[src/rtl/stwa_pkg.sv]
`timescale 1ns / 1ps
// ----------------------------------------------------------------------------
// stwa_pkg
// Types, constants and helpers shared by the station table with aging.
// ----------------------------------------------------------------------------
package stwa_pkg;

  localparam int TABLE_SLOTS = 16;
  localparam int SLOT_W      = (TABLE_SLOTS > 1) ? $clog2(TABLE_SLOTS) : 1;
  localparam int CNT_W       = $clog2(TABLE_SLOTS + 1);

  localparam logic [1:0] REQ_FIND_CREATE = 2'd0;
  localparam logic [1:0] REQ_FIND_ID     = 2'd1;
  localparam logic [1:0] REQ_PRUNE       = 2'd2;
  localparam logic [1:0] REQ_LIST        = 2'd3;

  localparam logic [3:0] ST_FOUND      = 4'd0;
  localparam logic [3:0] ST_RENAMED    = 4'd1;
  localparam logic [3:0] ST_CREATED    = 4'd2;
  localparam logic [3:0] ST_BAD_ID     = 4'd3;
  localparam logic [3:0] ST_ID_TAKEN   = 4'd4;
  localparam logic [3:0] ST_FULL       = 4'd5;
  localparam logic [3:0] ST_NONE       = 4'd6;
  localparam logic [3:0] ST_TIMED_OUT  = 4'd7;
  localparam logic [3:0] ST_PRUNE_DONE = 4'd8;
  localparam logic [3:0] ST_LIST_ENTRY = 4'd9;
  localparam logic [3:0] ST_LIST_EMPTY = 4'd10;

  localparam logic [1:0] CFG_TIMEOUT = 2'd0;
  localparam logic [1:0] CFG_MIN_ID  = 2'd1;
  localparam logic [1:0] CFG_MAX_ID  = 2'd2;

  typedef struct packed {
    logic [1:0]  req_type;
    logic [47:0] station_mac;
    logic [7:0]  station_id;
    logic [31:0] now_time;
  } req_t;

  typedef struct packed {
    logic [3:0]  status;
    logic [3:0]  slot;
    logic [7:0]  result_id;
    logic [47:0] result_mac;
    logic [4:0]  active_count;
    logic        last;
  } rsp_t;

  typedef struct packed {
    logic [7:0]  node_id;
    logic [47:0] mac;
    logic [31:0] created;
  } entry_t;

  typedef enum logic [1:0] {
    FSM_IDLE,
    FSM_SCAN,
    FSM_DONE
  } fsm_t;

  function automatic logic [CNT_W-1:0] popcount(input logic [TABLE_SLOTS-1:0] v);
    logic [CNT_W-1:0] n;
    n = '0;
    for (int i = 0; i < TABLE_SLOTS; i++) begin
      n = n + CNT_W'(v[i]);
    end
    return n;
  endfunction

endpackage

[src/rtl/station_table_with_aging_core.sv]
`timescale 1ns / 1ps
// ----------------------------------------------------------------------------
// station_table_with_aging_core
// Station table in a synchronous memory, scanned slot by slot per request.
// ----------------------------------------------------------------------------
// Lookup, create and prune requests scan every slot, then give the final
// result; prune reports each timed-out entry as it is scanned.
// A list request makes one full memory scan per listed node, as the
// memory has a single read port.
// Reset empties the table and loads the register defaults; the receiver
// cannot stall, results appear for one cycle with out_valid.
module station_table_with_aging_core (
  input  logic               clk,
  input  logic               rst_n,
  input  logic               start,
  output logic               busy,
  input  stwa_pkg::req_t     in_req,
  output logic               out_valid,
  output stwa_pkg::rsp_t     out_rsp,
  input  logic               cfg_valid,
  output logic               cfg_ready,
  input  logic [1:0]         cfg_index,
  input  logic [31:0]        cfg_data
);
  import stwa_pkg::*;

  entry_t mem [TABLE_SLOTS];

  fsm_t                   state_r, state_nxt;
  req_t                   req_r, req_nxt;
  logic [TABLE_SLOTS-1:0] in_use_r, in_use_nxt;
  logic [CNT_W-1:0]       rd_cnt_r, rd_cnt_nxt;
  logic                   cmp_v_r, cmp_v_nxt;
  logic [SLOT_W-1:0]      cmp_idx_r, cmp_idx_nxt;
  entry_t                 rd_data_r;
  logic                   hit_v_r, hit_v_nxt;
  logic [SLOT_W-1:0]      hit_idx_r, hit_idx_nxt;
  entry_t                 hit_ent_r, hit_ent_nxt;
  logic                   taken_r, taken_nxt;
  logic                   prev_v_r, prev_v_nxt;
  logic [SLOT_W+7:0]      prev_key_r, prev_key_nxt;
  logic [CNT_W-1:0]       emitted_r, emitted_nxt;
  logic                   out_valid_r, out_valid_nxt;
  rsp_t                   out_r, out_nxt;
  logic [31:0]            timeout_r;
  logic [7:0]             min_id_r, max_id_r;

  logic                   rd_en, wr_en;
  logic [SLOT_W-1:0]      rd_addr, wr_addr;
  entry_t                 wr_data;
  logic                   id_ok, free_v, u;
  logic [SLOT_W-1:0]      free_idx;
  logic [SLOT_W+7:0]      key, best_key;
  logic [CNT_W-1:0]       total;
  logic [3:0]             st;

  assign busy      = (state_r != FSM_IDLE);
  assign out_valid = out_valid_r;
  assign out_rsp   = out_r;
  assign cfg_ready = 1'b1;

  assign id_ok    = (req_r.station_id >= min_id_r) && (req_r.station_id <= max_id_r);
  assign total    = popcount(in_use_r);
  assign u        = in_use_r[cmp_idx_r];
  assign key      = {rd_data_r.node_id, cmp_idx_r};
  assign best_key = {hit_ent_r.node_id, hit_idx_r};

  always_comb begin
    free_v   = 1'b0;
    free_idx = '0;
    for (int i = TABLE_SLOTS - 1; i >= 0; i--) begin
      if (!in_use_r[i]) begin
        free_v   = 1'b1;
        free_idx = SLOT_W'(i);
      end
    end
  end

  always_comb begin
    state_nxt     = state_r;
    req_nxt       = req_r;
    in_use_nxt    = in_use_r;
    rd_cnt_nxt    = rd_cnt_r;
    cmp_v_nxt     = 1'b0;
    cmp_idx_nxt   = cmp_idx_r;
    hit_v_nxt     = hit_v_r;
    hit_idx_nxt   = hit_idx_r;
    hit_ent_nxt   = hit_ent_r;
    taken_nxt     = taken_r;
    prev_v_nxt    = prev_v_r;
    prev_key_nxt  = prev_key_r;
    emitted_nxt   = emitted_r;
    out_valid_nxt = 1'b0;
    out_nxt       = out_r;
    rd_en         = 1'b0;
    rd_addr       = rd_cnt_r[SLOT_W-1:0];
    wr_en         = 1'b0;
    wr_addr       = hit_idx_r;
    wr_data       = '{node_id: req_r.station_id, mac: hit_ent_r.mac,
                      created: hit_ent_r.created};
    st            = ST_FOUND;

    unique case (state_r)
      FSM_IDLE: begin
        if (start) begin
          req_nxt     = in_req;
          state_nxt   = FSM_SCAN;
          rd_cnt_nxt  = '0;
          hit_v_nxt   = 1'b0;
          taken_nxt   = 1'b0;
          prev_v_nxt  = 1'b0;
          emitted_nxt = '0;
        end
      end

      FSM_SCAN: begin
        if (rd_cnt_r < CNT_W'(TABLE_SLOTS)) begin
          rd_en       = 1'b1;
          rd_cnt_nxt  = rd_cnt_r + 1'b1;
          cmp_v_nxt   = 1'b1;
          cmp_idx_nxt = rd_cnt_r[SLOT_W-1:0];
        end
        if (cmp_v_r && u) begin
          unique case (req_r.req_type)
            REQ_FIND_CREATE: begin
              if (!hit_v_r && rd_data_r.mac == req_r.station_mac) begin
                hit_v_nxt   = 1'b1;
                hit_idx_nxt = cmp_idx_r;
                hit_ent_nxt = rd_data_r;
              end
              if (rd_data_r.node_id == req_r.station_id) taken_nxt = 1'b1;
            end
            REQ_FIND_ID: begin
              if (!hit_v_r && rd_data_r.node_id == req_r.station_id) begin
                hit_v_nxt   = 1'b1;
                hit_idx_nxt = cmp_idx_r;
                hit_ent_nxt = rd_data_r;
              end
            end
            REQ_PRUNE: begin
              if ((req_r.now_time - rd_data_r.created) > timeout_r) begin
                in_use_nxt[cmp_idx_r] = 1'b0;
                out_valid_nxt = 1'b1;
                out_nxt = '{status: ST_TIMED_OUT, slot: 4'(cmp_idx_r),
                            result_id: rd_data_r.node_id, result_mac: rd_data_r.mac,
                            active_count: 5'(popcount(in_use_nxt)), last: 1'b0};
              end
            end
            REQ_LIST: begin
              if ((!prev_v_r || key > prev_key_r) && (!hit_v_r || key < best_key)) begin
                hit_v_nxt   = 1'b1;
                hit_idx_nxt = cmp_idx_r;
                hit_ent_nxt = rd_data_r;
              end
            end
            default: ;
          endcase
        end
        if (cmp_v_r && cmp_idx_r == SLOT_W'(TABLE_SLOTS - 1)) state_nxt = FSM_DONE;
      end

      FSM_DONE: begin
        state_nxt     = FSM_IDLE;
        out_valid_nxt = 1'b1;
        unique case (req_r.req_type)
          REQ_FIND_CREATE: begin
            if (hit_v_r) begin
              if (hit_ent_r.node_id != req_r.station_id && id_ok) begin
                wr_en = 1'b1;
                st    = ST_RENAMED;
              end
              out_nxt = '{status: st, slot: 4'(hit_idx_r),
                          result_id: (st == ST_RENAMED) ? req_r.station_id
                                                        : hit_ent_r.node_id,
                          result_mac: hit_ent_r.mac, active_count: 5'(total),
                          last: 1'b1};
            end else begin
              priority if (!id_ok) st = ST_BAD_ID;
              else if (taken_r) st = ST_ID_TAKEN;
              else if (!free_v) st = ST_FULL;
              else begin
                st        = ST_CREATED;
                wr_en     = 1'b1;
                wr_addr   = free_idx;
                wr_data   = '{node_id: req_r.station_id, mac: req_r.station_mac,
                              created: req_r.now_time};
                in_use_nxt[free_idx] = 1'b1;
              end
              out_nxt = '{status: st,
                          slot: (st == ST_CREATED) ? 4'(free_idx) : 4'd0,
                          result_id: req_r.station_id, result_mac: req_r.station_mac,
                          active_count: 5'(popcount(in_use_nxt)), last: 1'b1};
            end
          end
          REQ_FIND_ID: begin
            if (hit_v_r) begin
              out_nxt = '{status: ST_FOUND, slot: 4'(hit_idx_r),
                          result_id: hit_ent_r.node_id, result_mac: hit_ent_r.mac,
                          active_count: 5'(total), last: 1'b1};
            end else begin
              out_nxt = '{status: ST_NONE, slot: 4'd0, result_id: req_r.station_id,
                          result_mac: 48'd0, active_count: 5'(total), last: 1'b1};
            end
          end
          REQ_PRUNE: begin
            out_nxt = '{status: ST_PRUNE_DONE, slot: 4'd0, result_id: 8'd0,
                        result_mac: 48'd0, active_count: 5'(total), last: 1'b1};
          end
          REQ_LIST: begin
            if (total == '0) begin
              out_nxt = '{status: ST_LIST_EMPTY, slot: 4'd0, result_id: 8'd0,
                          result_mac: 48'd0, active_count: 5'(total), last: 1'b1};
            end else begin
              out_nxt = '{status: ST_LIST_ENTRY, slot: 4'(hit_idx_r),
                          result_id: hit_ent_r.node_id, result_mac: hit_ent_r.mac,
                          active_count: 5'(total),
                          last: (emitted_r + 1'b1 == total)};
              // Another selection pass finds the next key above this one.
              if (emitted_r + 1'b1 != total) begin
                state_nxt    = FSM_SCAN;
                emitted_nxt  = emitted_r + 1'b1;
                prev_v_nxt   = 1'b1;
                prev_key_nxt = best_key;
                hit_v_nxt    = 1'b0;
                rd_cnt_nxt   = '0;
              end
            end
          end
          default: ;
        endcase
      end

      default: state_nxt = FSM_IDLE;
    endcase
  end

  always_ff @(posedge clk) begin
    if (wr_en) mem[wr_addr] <= wr_data;
    if (rd_en) rd_data_r <= mem[rd_addr];
  end

  always_ff @(posedge clk) begin
    if (!rst_n) begin
      state_r     <= FSM_IDLE;
      in_use_r    <= '0;
      rd_cnt_r    <= '0;
      cmp_v_r     <= 1'b0;
      hit_v_r     <= 1'b0;
      taken_r     <= 1'b0;
      prev_v_r    <= 1'b0;
      emitted_r   <= '0;
      out_valid_r <= 1'b0;
      timeout_r   <= 32'd10000;
      min_id_r    <= 8'd1;
      max_id_r    <= 8'd254;
    end else begin
      state_r     <= state_nxt;
      in_use_r    <= in_use_nxt;
      rd_cnt_r    <= rd_cnt_nxt;
      cmp_v_r     <= cmp_v_nxt;
      hit_v_r     <= hit_v_nxt;
      taken_r     <= taken_nxt;
      prev_v_r    <= prev_v_nxt;
      emitted_r   <= emitted_nxt;
      out_valid_r <= out_valid_nxt;
      if (cfg_valid && cfg_ready) begin
        unique case (cfg_index)
          CFG_TIMEOUT: timeout_r <= cfg_data;
          CFG_MIN_ID:  min_id_r  <= cfg_data[7:0];
          CFG_MAX_ID:  max_id_r  <= cfg_data[7:0];
          default: ;
        endcase
      end
    end
  end

  always_ff @(posedge clk) begin
    req_r      <= req_nxt;
    cmp_idx_r  <= cmp_idx_nxt;
    hit_idx_r  <= hit_idx_nxt;
    hit_ent_r  <= hit_ent_nxt;
    prev_key_r <= prev_key_nxt;
    out_r      <= out_nxt;
  end

  a_last_idle: assert property (@(posedge clk) disable iff (!rst_n)
    out_valid && out_rsp.last |-> !busy) else $error("last result while busy");

  a_more_busy: assert property (@(posedge clk) disable iff (!rst_n)
    out_valid && !out_rsp.last |-> busy) else $error("partial result while idle");

  a_count: assert property (@(posedge clk) disable iff (!rst_n)
    out_valid |-> out_rsp.active_count <= 5'(TABLE_SLOTS)) else $error("count range");

  a_start: assert property (@(posedge clk) disable iff (!rst_n)
    start && !busy |=> busy) else $error("request not taken");

endmodule
[config.mk]
export PLATFORM = sky130hd
export DESIGN_NAME = station_table_with_aging_core
export DESIGN_NICKNAME = d
export VERILOG_FILES = /design/src/rtl/stwa_pkg.sv /design/src/rtl/station_table_with_aging_core.sv
export SDC_FILE = /design/constraint.sdc
export NUM_CORES = 2
export LEC_CHECK = 0
export BUFFER_PORTS_ARGS = -buffer_cell sky130_fd_sc_hd__buf_4
export CORE_ASPECT_RATIO = 1.4
export CORE_MARGIN = 2
export CORE_UTILIZATION = 23
export CTS_BUF_LIST = sky130_fd_sc_hd__clkbuf_8
export DETAILED_ROUTE_END_ITERATION = 8
export GPL_TIMING_DRIVEN = 0
export PLACE_DENSITY = 0.43
export SKIP_LAST_GASP = 1
export SLEW_MARGIN = 20
export SYNTH_ARGS = -nofsm -noshare
export SYNTH_HDL_FRONTEND = slang
export SYNTH_SLANG_ARGS = --single-unit
[constraint.sdc]
create_clock -name clk -period 7.5 [get_ports clk]
set_input_delay 1.125 -clock clk [delete_from_list [all_inputs] [get_ports clk]]
set_output_delay 1.125 -clock clk [all_outputs]
set_load 0.005 [all_outputs]
==> summary.md <==
| Metric | Value |
|---|---|
| Run status | `finished, final reports clean` |
| Post-Syn Area | `75070 sq um` |
| Drt pass-1 iters | `6` |
| WL/cell | `27.33 um` |
| CTS tree | `done` |
| Placed Area | `about 86000 sq um` |
| Min-delay worst type | `input pin to register` |
| Final hold viol count | `0` |
| Max cap viols | `0` |
| Vias in the first global route | `around 43k` |
| Crit-path cells | `ha_1 > a211oi_1 > o21ai_0 > a31o_2 > a31oi_1 > o311ai_2 > a211o_1 > xor2_1 > ha_1 > nand3_1 > nor2_2 > nand4_1 > o2111ai_1 > nand3_2 > buf_6 > or3_1 > a221oi_2` |
| Vias | `between 40k and 50k` |
| Num CTS Buffers | `299` |
| Final core utilization | `28.16%` |
| Min-Delay Startpoint | `in_req[32]` |
| WL final | `roughly 250000 um` |
| Kind of end point of the critical path | `register` |
| Sink Count | `1845` |
| Final Setup Violations | `0` |
| R2R Path Start | `req_r[12]` |
| Ys async rst share | `0%` |
| Max Slew Vio Count | `0` |
| Placer Congestion | `roughly 0.84` |
| # rows | `roughly 250` |
| Routed Antenna Nets | `0` |
| # IOs | `201` |
| Residual DRC | `0` |
| Crit Reg-Reg Endpoint | `in_use_r[12]` |
| Actual slew at the worst max-slew pin | `around 1.2 ns` |
| Total power | `22.70 mW` |
| Synthesis-to-layout area growth | `21.98%` |
| CP bufs+invs | `1` |
| R2R depth | `17` |
| Root Driver | `clkbuf_8` |
| Crit-path most repeated cell | `ha_1` |
| Sequential cell area fraction in the yosys report | `72.72%` |
| Fin nets | `just under 5k` |
| TNS Setup | `0 ns` |
| DP HPWL | `174300 um` |
| Skew-Pair Late Insertion Delay | `approximately 0.99 ns` |
| Crit path required time | `about 8.4 ns` |
| Pwr Density | `247.9 nW/um^2` |
| CP max stage delay | `0.89 ns` |
| Worst hold endpoint | `req_r[32]` |
| Critical path type | `register to register` |
| FILL cells | `32.32k` |
| 1st-iter DRT viols | `3666` |
| Unique masters post-synth | `87` |
| Top delay family on crit path | `compound AO/OA/AOI/OAI gates` |
| Worst Hold Depth | `1` |
| Number of synthesis warnings | `0` |
| Final period util | `between 90 and 100%` |
| RSZ-0062 raised after global routing | `false` |
| GRT overflow | `0` |
| Most used flip-flop cell after synthesis | `edfxtp_1` |
| Slowest CP cell | `o2111ai_1` |
| Post-Syn Instances | `between 3k and 4k` |
| PortBufs | `198` |
| First-pass GRT wire length | `341600 um` |
| LEAKAGE | `between 20 and 30 nW` |
| Initial antenna violation count | `16` |
| Fin area | `between 90000 and 100000 sq um` |
| Via/cell ratio | `4.497` |
| Die Y | `680.0 um` |
| Pin count of the biggest net entering global routing | `57` |
| Maximum vdd drop | `0.1023 mV` |
| Slew Limit Headroom | `22.29%` |
| Worst-path fanout max | `10` |
| Tmin final | `7.249 ns` |
| #FFs+latches synth | `approximately 1.8k` |
| Setup Skew | `0.09628 ns` |
| H-tree Lvls | `5` |
| Initial Util | `23.08%` |
| Startpoint Class | `register` |
| CTS max path bufs | `4` |
| Post-CTS Hold Fix Bufs | `0` |
| R2r setup slk | `0.25 ns` |
| Mean post-synth cell area | `about 19 sq um` |
| Fmax | `0.1379 GHz` |
| Die W | `486.8 um` |
| Clock transition at path regs | `0.07 ns` |
| Layout cell share with drive strength beyond 1 | `28.59%` |
| Die ar. | `331000 sq um` |
| Crit path DAT | `~8.2 ns` |
| Total Routing Usage GR | `approximately 15%` |
| Syn nets | `just over 4k` |
| Core Box Area | `325200 sq um` |
| Number of flops mapped to enable cells by yosys | `1764` |
## state kept, by name, summed over array words and instances, names as in the netlist, 8 cells and up
register / flops
mem: 1408
req_r: 90
hit_ent_r: 80
rd_data_r: 80
out_rsp: 70
timeout_r: 32
in_use_r: 16
prev_key_r: 12
best_key: 8
key: 8
max_id_r: 8
min_id_r: 8
## metal layers
metal | track usage, % | routed length [um]
met1 | 18.09 | 99950
met2 | 25.94 | 126300
met3 | 2.338 | 12230
met4 | 4.518 | 7420
met5 | 0 | 30
## cell families after synthesis
logic type                 count (synthesis)  share of synthesized area (%)
adders and majority gates                154                          2.877
other                                      1                       0.004995
muxes                                    536                          14.66
and+or+nand+nor                          486                          2.993
DFF                                     1845                          72.72
AOI/OAI and AO/OA                        395                          3.715
buffers and inverters                    353                          1.832
xor gates and xnor gates                 101                          1.197
## cell usage after synthesis, types with 25 or more instances
library cell | number | area share, %
a21o_1 | 31 | 0.31
a21oi_1 | 93 | 0.62
a221oi_1 | 57 | 0.67
buf_1 | 44 | 0.22
clkbuf_1 | 109 | 0.55
dfxtp_1 | 81 | 2.2
edfxtp_1 | 1764 | 71
fa_1 | 31 | 0.83
ha_1 | 123 | 2.1
inv_1 | 177 | 0.89
mux2_2 | 81 | 1.2
mux4_2 | 441 | 13
nand2_1 | 140 | 0.70
nand3_1 | 36 | 0.24
nand4_1 | 32 | 0.27
nor2_1 | 166 | 0.83
nor2b_1 | 25 | 0.21
o21ai_0 | 48 | 0.32
xnor2_1 | 63 | 0.74
xor2_1 | 37 | 0.43
## per-stage QoR
| step | hold WS [ns] | instances | setup WS [ns] |
|---|---|---|---|
| 6_report | 0.3286 | 8999 | 0.2506 |
| 5_1_grt | 0.2799 | 8993 | 0.03297 |
| 4_1_cts | 0.2434 | 8988 | 0.1148 |
| 3_5_place_dp | 0.4378 | 8469 | -0.7849 |
| 3_3_place_gp | 0.4324 | 8319 | -9.959 |
| 2_1_floorplan | 0.4204 | 3871 | 0.5200 |
## how the worst max path moves through the flow
stage	startpoint	endpoint	cells past startpoint
3_5_place_dp	req_r[1]	out_rsp[26]	18
3_3_place_gp	req_r[32]	mem[7][53]	11
2_1_floorplan	req_r[35]	mem[13][0]	10
5_1_grt	req_r[0]	in_use_r[12]	21
6_report	req_r[12]	in_use_r[12]	17
4_1_cts	req_r[12]	in_use_r[12]	17
## worst register-to-register path, cell delays in order, from the launching register on
cell       delay (ns)
edfxtp_1         0.48
ha_1             0.44
a211oi_1         0.55
o21ai_0          0.20
a31o_2           0.25
a31oi_1          0.63
o311ai_2         0.37
a211o_1          0.40
xor2_1           0.42
ha_1             0.22
nand3_1          0.20
nor2_2           0.48
nand4_1          0.46
o2111ai_1        0.90
nand3_2          0.37
buf_6            0.26
or3_1            0.33
a221oi_2         0.22
## area by class of cell
cell class	instances	area, sq um	area share, %
Inverter	181	686.9	0.7501
Sequential cell	1845	54590	59.62
Timing Repair Buffer	350	5466	5.970
Clock inverter	209	1102	1.204
Tap cell	4250	5318	5.807
Antenna cell	10	25.02	0.02733
Multi-Input combinational cell	1673	19360	21.15
Buffer	172	763.2	0.8335
Clock buffer	309	4253	4.644
## where the power goes
| group | switching [mW] | leakage, nW | total [mW] | internal [mW] |
|---|---|---|---|---|
| registers | 0.256 | 16.6 | 11.7 | 11.5 |
| logic | 1.63 | 9.62 | 2.71 | 1.09 |
| clock network | 4.15 | 3.05 | 8.25 | 4.10 |
| total | 6.03 | 29.3 | 22.7 | 16.7 |
## layout by cell type, fill, tap and decap left out, types with 91 or more instances in the layout
cell and instances:
buf_4 204, buf_16 136, inv_1 267, a21oi_1 93
nor2_1 164, mux4_2 441, edfxtp_1 1764, ha_1 123
nand2_1 139, clkbuf_8 310, clkbuf_1 91
## timing repair
action	4_1_cts	5_1_grt
endpoints found under the setup margin	86	2
gates resized for setup	3	0
hold endpoints to repair	0	0
pin swaps	1	0
buffers inserted	1	1
Note: power is estimated with default switching activity, not from simulation.
